==> src/atsm_ram.sv <==
// Single-port-write, single-port-read RAM with a registered, enabled read.
// Holds the texture store and the light colormap; no package dependency.
`default_nettype none
module atsm_ram #(
    parameter int DEPTH = 256,
    parameter int WIDTH = 8
) (
    input  wire logic                     clk,
    input  wire logic                     wr_en,
    input  wire logic [$clog2(DEPTH)-1:0] wr_addr,
    input  wire logic [WIDTH-1:0]         wr_data,
    input  wire logic                     rd_en,
    input  wire logic [$clog2(DEPTH)-1:0] rd_addr,
    output      logic [WIDTH-1:0]         rd_data
);

    logic [WIDTH-1:0] mem_reg [DEPTH];
    logic [WIDTH-1:0] rd_data_reg;

    always_ff @(posedge clk)
    begin
        if (wr_en)
        begin
            mem_reg[wr_addr] <= wr_data;
        end
        if (rd_en)
        begin
            rd_data_reg <= mem_reg[rd_addr];
        end
    end

    assign rd_data = rd_data_reg;

endmodule
`default_nettype wire

==> config.mk <==
export PLATFORM = sky130hd
export DESIGN_NAME = atsm_ram
export DESIGN_NICKNAME = d
export VERILOG_FILES = /design/src/atsm_ram.sv
export SDC_FILE = /design/constraint.sdc
export NUM_CORES = 2
export LEC_CHECK = 0
export BUFFER_PORTS_ARGS = -buffer_cell sky130_fd_sc_hd__buf_4
export CAP_MARGIN = 5
export CORE_MARGIN = 2
export CORE_UTILIZATION = 55
export CTS_BUF_LIST = sky130_fd_sc_hd__clkbuf_8 sky130_fd_sc_hd__clkbuf_16
export CTS_CLUSTER_SIZE = 25
export DETAILED_ROUTE_END_ITERATION = 7
export GPL_ROUTABILITY_DRIVEN = 0
export HOLD_SLACK_MARGIN = 0.06
export PLACE_DENSITY_LB_ADDON = 0.08
export SETUP_SLACK_MARGIN = 0.3
export SLEW_MARGIN = 5
export SYNTH_ARGS = -nofsm -noshare
export SYNTH_HDL_FRONTEND = slang
export SYNTH_SLANG_ARGS = --single-unit
==> constraint.sdc <==
create_clock -name clk -period 3.1 [get_ports clk]
set_clock_uncertainty 0.05 [all_clocks]
set_input_delay 0.465 -clock clk [delete_from_list [all_inputs] [get_ports clk]]
set_output_delay 0.465 -clock clk [all_outputs]
set_load 0.005 [all_outputs]
==> flow_summary.ini <==
[detailed_routing]
drtAntennaViolNets = 0
drc_errors = 0
drt-initial-drc-count = 5101
wl_per_cell_um = 31.89
via_per_inst = 6.379
wirelength_mm = 204.9
dr.pass1.iters = 5
vias = 40980

[synthesis]
ys_seq_elements = 2056
synth_top_cell_by_area = edfxtp_1
synth_edf_count = 2056
synth_top_area_share = 0.7753
synth_ff_type = edfxtp_1
syn_area_sq_mm = 0.07964
ys_warn_count = 0
yosysMostFrequentCell = edfxtp_1
synth_cell_type_count = 54
ys_seq_area_frac = 0.7753
synth_area_leaders = edfxtp_1 (78%), mux4_2 (13%), mux2i_1 (1.7%)
syn-num-nets = 3760
async_flop_share = 0
syn_avg_cell_area_sq_um = 21.33
synth_common_cells = edfxtp_1 (2,056), mux4_2 (454), nor2_1 (282)
syn_inst = 3733

[power]
clkPwrFrac = 0.408
leakage_nw = 30.23
p_sw_mw = 12.03
ir_drop_uv = 575.8
p_per_area_mw_per_mm2 = 615.5
intPower_mw = 45.16
p_seq_frac = 0.537
sw_frac_of_total = 0.2104
p_comb_frac = 0.056

[final_layout]
area_delta_synth_final_pct = 16.68
drive_gt1_frac = 0.3111
layout.nets = 4386
largest_reg_flops = 2048
final_area_sq_mm = 0.09292
final_util = 0.6468

[global_routing]
first_global_vias = 41750
grt_max_degree = 165
antenna_found_initial = 7
grt-ovfl-total = 0
grt_util_all_layers = 0.2827
grt_pass1_wl_mm = 296.7

[critical_path]
path_max_fanout = 19
cpLargestDelayFamily = simple AND/OR/NAND/NOR gates
r2r_end = rd_data[2]$_DFFE_PP_
critical_path_arrival_ns = 3.31
max_stage_delay_ns = 0.72
cp-start-kind = primary input
critPathCaptureType = register
startpoint = rd_addr[1]
worstPathRequired_ns = 3.59
reg2reg_slack_ns = 0.42
critical_path.slowest_cell = nor4_1
path_buf_inv = 4
ff2ff_path_depth = 6
cpMostUsedCell = buf_4
worstPathCellList = buf_8, buf_4, nand3b_1, buf_4, o22ai_1, o21ai_0, nand3_1, nor4_1, buf_4, nor4_2
worstSetupPathType = in -> reg
rr_startpoint = mem_reg[51][2]$_DFFE_PP_

[min_path]
min_to = mem_reg[208][0]$_DFFE_PP_
hold_path_class = in -> reg
min_from = wr_data[0]
min_path_cells = 1

[cts]
cts-buffers-inserted = 202
clk_latency_ns = 0.83
cts_tree = done
clk_pin_slew_ns = 0.06
clkSinkCount = 2056
htree_levels = 4
clockBufferDepth = 3
cts_root_buf = clkbuf_16

[die]
design.core.area_sq_mm = 0.1437
dieArea_sq_mm = 0.1479
rows = 139
die_x_um = 384.5
die_y_um = 384.5
start_util = 0.5544
ios = 35

[sta]
rsz0062_at_grt = false
timing.fmax_mhz = 354.4
finalSetupViolCount = 0
hold_viol_final = 0
tightest_slew_ns = 1.025
finalSetupTns_ns = 0
setup_ws_ns = 0.2781
period_needed_ns = 2.822
slew_headroom = 0.3141
drv_slew = 0
period_share = 0.9103

[flow_run]
maxCapViolations = 0

[run_status]
status = completed

[place]
place.port_buffers = 34
postPlaceCellArea_sq_mm = 0.08656
pre_cts_ws_ns = -0.8131
detailed_place_hpwl_mm = 131.8
cell families after synthesis:
family,Yosys count,share of synthesized area
AND/OR/NAND/NOR,466,0.02625
buffers and inverters,235,0.01829
flip-flops,2056,0.7753
multiplexers,591,0.1460
AO/OA/AOI/OAI,385,0.03416
area by class of cell:
class	instances	area (sq um)
Inverter	2	7.507
Clock buffer	207	5180
Antenna cell	5	12.51
Multi-Input combinational cell	1442	16540
Sequential cell	2056	61740
Fill cell	9596	50730
Clock inverter	154	1087
Tap cell	1903	2381
Timing Repair Buffer	655	5976
how the worst max path moves through the flow:
stage,end,cells past startpoint
CTS,rd_data[6]$_DFFE_PP_,6
floorplan,rd_data[2]$_DFFE_PP_,9
global placement,rd_data[4]$_DFFE_PP_,9
global route,rd_data[2]$_DFFE_PP_,10
finish,rd_data[2]$_DFFE_PP_,10
detailed placement,rd_data[4]$_DFFE_PP_,11
cell usage in the layout, fill, tap and decap left out, types with 13 or more instances in the layout:
cell type	n
o221ai_1	46
nor2b_1	28
clkbuf_16	207
clkinv_2	37
a21oi_1	96
buf_4	564
edfxtp_1	2056
o22ai_1	28
bufinv_16	15
a211oi_1	16
a221oi_1	13
buf_12	79
nor4_1	19
inv_1	43
nor3_1	18
mux2i_1	134
nor2_1	279
clkinv_1	50
nand3_1	34
a22oi_1	133
nand2_1	33
mux4_2	454
worst reg2reg max path: cells and delay by family (launching register included):
family                 cells  cell delay, ns
muxes                      1            0.47
DFF                        1            0.36
and+or+nand+nor            3            1.02
AOI/OAI and AO/OA          1            0.28
buffers and inverters      1            0.24
power by group through the flow:
stage	sequential, mW	combinational [mW]	clock [mW]
2_1_floorplan	31.3	1.49	0
6_report	30.7	3.18	23.3
3_5_place_dp	31.3	3.18	0
3_3_place_gp	31.3	3.12	0
4_1_cts	30.7	3.20	23.6
5_1_grt	30.7	3.34	24.7
per-layer routing:
| layer | track usage | vias up | wire [um] |
|---|---|---|---|
| met1 | 0.3954 | 21680 | 80410 |
| li1 | - | 16980 | - |
| met4 | 0.09469 | 2 | 6600 |
| met2 | 0.4535 | 1976 | 100500 |
| met5 | 0 | - | 10 |
| met3 | 0.05422 | 333 | 17360 |
per-stage QoR:
step	std cells	hold slack, ns	power, mW
2_1_floorplan	3733	0.5139	32.76
3_3_place_gp	6056	0.8270	34.41
3_5_place_dp	6056	0.8295	34.47
4_1_cts	6419	0.06062	57.54
5_1_grt	6420	0.09767	58.76
6_report	6424	0.09902	57.20
repair_timing:
| action | 4_1_cts | 5_1_grt |
|---|---|---|
| hold buffers | 2 | 0 |
| gates resized for setup | 8 | 2 |
| hold endpoints to repair | 46 | 0 |
| setup endpoints to repair | 7 | 2 |
| buffers inserted | 0 | 0 |
Power figures use the tool's default switching activity.
